File: config.mk
export PLATFORM = sky130hd
export DESIGN_NAME = rkte_div
export DESIGN_NICKNAME = d
export VERILOG_FILES = /design/src/rtl/rkte_div.sv
export SDC_FILE = /design/constraint.sdc
export NUM_CORES = 1
export LEC_CHECK = 0
export BUFFER_PORTS_ARGS = -buffer_cell sky130_fd_sc_hd__buf_2
export CORE_MARGIN = 4
export CORE_UTILIZATION = 55
export CTS_CLUSTER_DIAMETER = 80
export CTS_CLUSTER_SIZE = 10
export DETAILED_ROUTE_END_ITERATION = 10
export PLACE_DENSITY = 0.72
export SYNTH_ARGS = -nofsm -noshare
export SYNTH_HDL_FRONTEND = slang
export SYNTH_SLANG_ARGS = --single-unit
File: constraint.sdc
create_clock -name clk -period 2.73 [get_ports clk]
set_input_delay 0 -clock clk [delete_from_list [all_inputs] [get_ports clk]]
set_output_delay 0 -clock clk [all_outputs]
set_load 0.005 [all_outputs]
File: src/rtl/rkte_div.sv
`default_nettype none
// Restoring divider, one quotient bit per stage, side word carried alongside
module rkte_div #(
  parameter int N = 16,
  parameter int D = 11,
  parameter int W = 1
) (
  input  logic         clk,
  input  logic         rst,
  input  logic         en,
  input  logic         in_valid,
  input  logic [N-1:0] dividend,
  input  logic [D-1:0] divisor,
  input  logic [W-1:0] side_in,
  output logic         out_valid,
  output logic [N-1:0] quotient,
  output logic [W-1:0] side_out
);

  logic         vld [N];
  logic [D-1:0] rem [N];
  logic [N-1:0] acc [N];   // dividend bits shift out, quotient bits shift in
  logic [D-1:0] dvs [N];
  logic [W-1:0] sd  [N];

  for (genvar s = 0; s < N; s++) begin : g_stage
    logic         p_v;
    logic [D-1:0] p_rem;
    logic [D-1:0] p_dvs;
    logic [N-1:0] p_acc;
    logic [W-1:0] p_sd;
    logic [D:0]   trial;
    logic [D:0]   diff;
    logic         take;

    if (s == 0) begin : g_first
      assign p_v   = in_valid;
      assign p_rem = '0;
      assign p_dvs = divisor;
      assign p_acc = dividend;
      assign p_sd  = side_in;
    end else begin : g_next
      assign p_v   = vld[s-1];
      assign p_rem = rem[s-1];
      assign p_dvs = dvs[s-1];
      assign p_acc = acc[s-1];
      assign p_sd  = sd[s-1];
    end

    // trial subtract of the next dividend bit
    assign trial = {p_rem, p_acc[N-1]};
    assign take  = (trial >= {1'b0, p_dvs});
    assign diff  = trial - {1'b0, p_dvs};

    always_ff @(posedge clk) begin
      if (rst) begin
        vld[s] <= 1'b0;
      end else if (en) begin
        vld[s] <= p_v;
      end
    end

    always_ff @(posedge clk) begin
      if (en) begin
        rem[s] <= take ? diff[D-1:0] : trial[D-1:0];
        acc[s] <= {p_acc[N-2:0], take};
        dvs[s] <= p_dvs;
        sd[s]  <= p_sd;
      end
    end
  end

  assign out_valid = vld[N-1];
  assign quotient  = acc[N-1];
  assign side_out  = sd[N-1];

endmodule
`default_nettype wire

==> results.py <==
metrics = {
    "logic_synthesis": {
        "synth_seq_area_share_pct": 64.60,
        "synth_nets": 2203,
        "netlist-cell-type-count": 51,
        "synthFlopType": "edfxtp_1",
        "yosysTopAreaCellShare_pct": 64.60,
        "synth_area_mm2": 0.02873,
        "yosys.area.top_type": "edfxtp_1",
        "synth.area.top_cells": "edfxtp_1 65%, ha_1 7.3%, mux2_1 4.2%",
        "async_flop_share_pct": 0,
        "ys_warn_count": 0,
        "synth_cells": 1990,
        "synth_edf_count": 618,
        "ys_ff_latch": 618,
        "synth_area_per_cell_um2": 14.44,
    },
    "worst_setup_path": {
        "crit_path_max_fanout": 3,
        "crit_required_ps": 3070,
        "cp_slowest_cell": "or3b_1",
        "crit_chain": "inv_1, ha_1, fa_1, nor2b_4, o31a_1, o31ai_1, or3b_1, xor2_1, mux2_4",
        "r2r_setup_slack_ps": 100,
        "end_kind": "register",
        "start_kind": "register",
        "path_class": "register to register",
        "critPathBufInv": 1,
        "worstPathArrival_ps": 2970,
        "slowest_delay_ps": 400,
        "cp_top_family": "compound AO/OA/AOI/OAI gates",
    },
    "route": {
        "wire_per_inst_um": 17.26,
        "vias": 15710,
        "viasPerCell": 5.573,
        "drcViolationCount": 0,
        "wl_um": 48630,
        "drt_iter0_markers": 1021,
        "detail-route-antenna-nets": 0,
        "first_pass_iters": 5,
    },
    "layout": {
        "syn_to_final_growth_pct": 12.13,
        "drive_gt1_share_pct": 9.074,
        "layout_common_cells": "618 x edfxtp_1, 188 x inv_1, 167 x ha_1",
        "final_cell_area_mm2": 0.03221,
        "finalNonFillerCells": 2818,
        "nets": 2345,
        "layout_commonest_cell": "edfxtp_1",
        "diodes": 0,
    },
    "sta": {
        "finClkSkew_ps": 17.09,
        "worst_pin_slew_ps": 702.3,
        "fin_crit_sh_pct": 96.37,
        "slew_headroom_pct": 53.08,
        "setup_tns_ps": 0,
        "slew_violations": 0,
        "finalSetupViolCount": 0,
        "layout_setup_ws_ps": 99.12,
        "fmax_mhz": 380.1,
        "hold_viol": 0,
        "fin_crit_ps": 2631,
    },
    "floorplan": {
        "num_rows": 83,
        "die_y_um": 236.5,
        "die_x_um": 236.5,
        "start_util_pct": 55.77,
        "die-area_mm2": 0.05595,
        "num_io_pins": 50,
        "core_mm2": 0.05151,
    },
    "clock_tree": {
        "cts_buffers": 71,
        "root_buffer": "clkbuf_16",
        "max-clock-path-buffers": 3,
        "clock_sinks": 618,
        "clkTransAtPathRegs_ps": 50,
        "htree_levels": 3,
        "cts_tree": "done",
        "clk_latency_ps": 600,
    },
    "global_route": {
        "grt_pass1_vias": 16120,
        "antenna_found_initial": 0,
        "grt_pass1_wl_um": 79810,
        "grt_start_max_net_pins": 113,
        "overflow": 0,
        "grtUsageTotal_pct": 17.41,
    },
    "placed_design": {
        "numPortBuffers": 49,
        "dp_hpwl_um": 34010,
        "place_area_mm2": 0.02989,
        "dp_slack_ps": 48.62,
        "dpl.cell_count": 2700,
        "gp_congestion": 0.9102,
    },
    "worst_hold_path": {
        "hold_path_class": "input pin to register",
    },
    "outcome": {
        "outcome": "finished, final reports clean",
    },
    "job": {
        "max-cap-violations": 0,
    },
    "pwr": {
        "irDropWorstVdd_uv": 434.7,
        "powerDensity_mw_per_mm2": 1007,
        "power.leakage_nw": 12.58,
    },
}
## state kept, by name, summed over array words and instances (netlist names)
| signal | count |
|---|---|
| rem | 165 |
| acc | 256 |
| vld | 16 |
| sd | 16 |
| dvs | 165 |
## where the power goes
part / switching [mW] / internal (mW)
registers: 0.819 / 12.8
logic: 5.46 / 5.14
clock network: 3.33 / 4.87
## per-stage QoR
| step | utilization, % | hold slack (ps) | power, mW |
|---|---|---|---|
| after floorplan | - | 98.87 | 21.65 |
| after global placement | 58.03 | 176.8 | 23.80 |
| after detailed placement | 58.03 | 178.1 | 24.18 |
| after CTS | 62.40 | 70.53 | 32.61 |
| after global routing | 62.53 | 99.32 | 34.41 |
| final | 62.53 | 117.1 | 32.43 |
## metal layers
metal / vias up / share of wire, % / GRT usage (%)
met5: - / 0 / 0
met4: 0 / 3.5 / 6.759
met3: 126 / 3.8 / 3.319
met2: 333 / 52 / 31.11
met1: 7575 / 41 / 20.94
li1: 7672 / - / -
## path summary, 6_finish.rpt
| kind | from | endpoint | cells past startpoint |
|---|---|---|---|
| hold / removal | dividend[14] | acc[0][15] | 2 |
| setup / recovery | acc[1][79] | rem[6][21] | 9 |
| hold reg to reg | acc[0][75] | acc[0][92] | 0 |
| setup reg to reg | acc[1][79] | rem[6][21] | 9 |
## synth_stat cells, drive strengths merged, types with 2 or more instances
master	count
fa	14
o21bai	4
a21o	36
nand3	27
nand4	15
nor2	102
and4	8
and3	5
or3	6
or2	2
xor2	21
ha	167
a21boi	8
o22ai	4
o41ai	9
mux2	125
inv	188
nor4	2
or3b	8
nor3	32
o2111ai	22
o31a	12
nand3b	15
xnor2	91
nand2	44
nand2b	25
a21oi	84
mux2i	33
and2	21
o31ai	9
a31oi	17
a211oi	16
a211o	4
edfxtp	618
nor2b	37
o21ai	59
clkbuf	10
buf	38
nor3b	2
o21a	35
o211ai	12
## repair_timing
item | in CTS | in global routing
buffers inserted | 0 | 7
hold buffers | 32 | 0
hold endpoints to repair | 93 | 0
setup endpoints to repair | 0 | 25
gates resized for setup | 0 | 4
## cells by family after synthesis
| group | after synthesis | synth area share (%) |
|---|---|---|
| xor gates and xnor gates | 112 | 3.415 |
| muxes | 158 | 6.168 |
| buffers and inverters | 236 | 3.397 |
| adders and majority gates | 181 | 8.249 |
| and+or+nand+nor | 353 | 6.594 |
| AOI/OAI and AO/OA | 332 | 7.574 |
| DFF | 618 | 64.60 |
## final cells by class
cell class              count  area (µm²)
clock buffers              76        1902
well taps                 680       850.8
repair buffers            117       965.9
clock inverters             3       28.78
multi-input cells        1136        9199
flip-flops and latches    618       18560
fillers                  3795       19300
inverters                 188       705.7
Power figures use the tool's default switching activity.
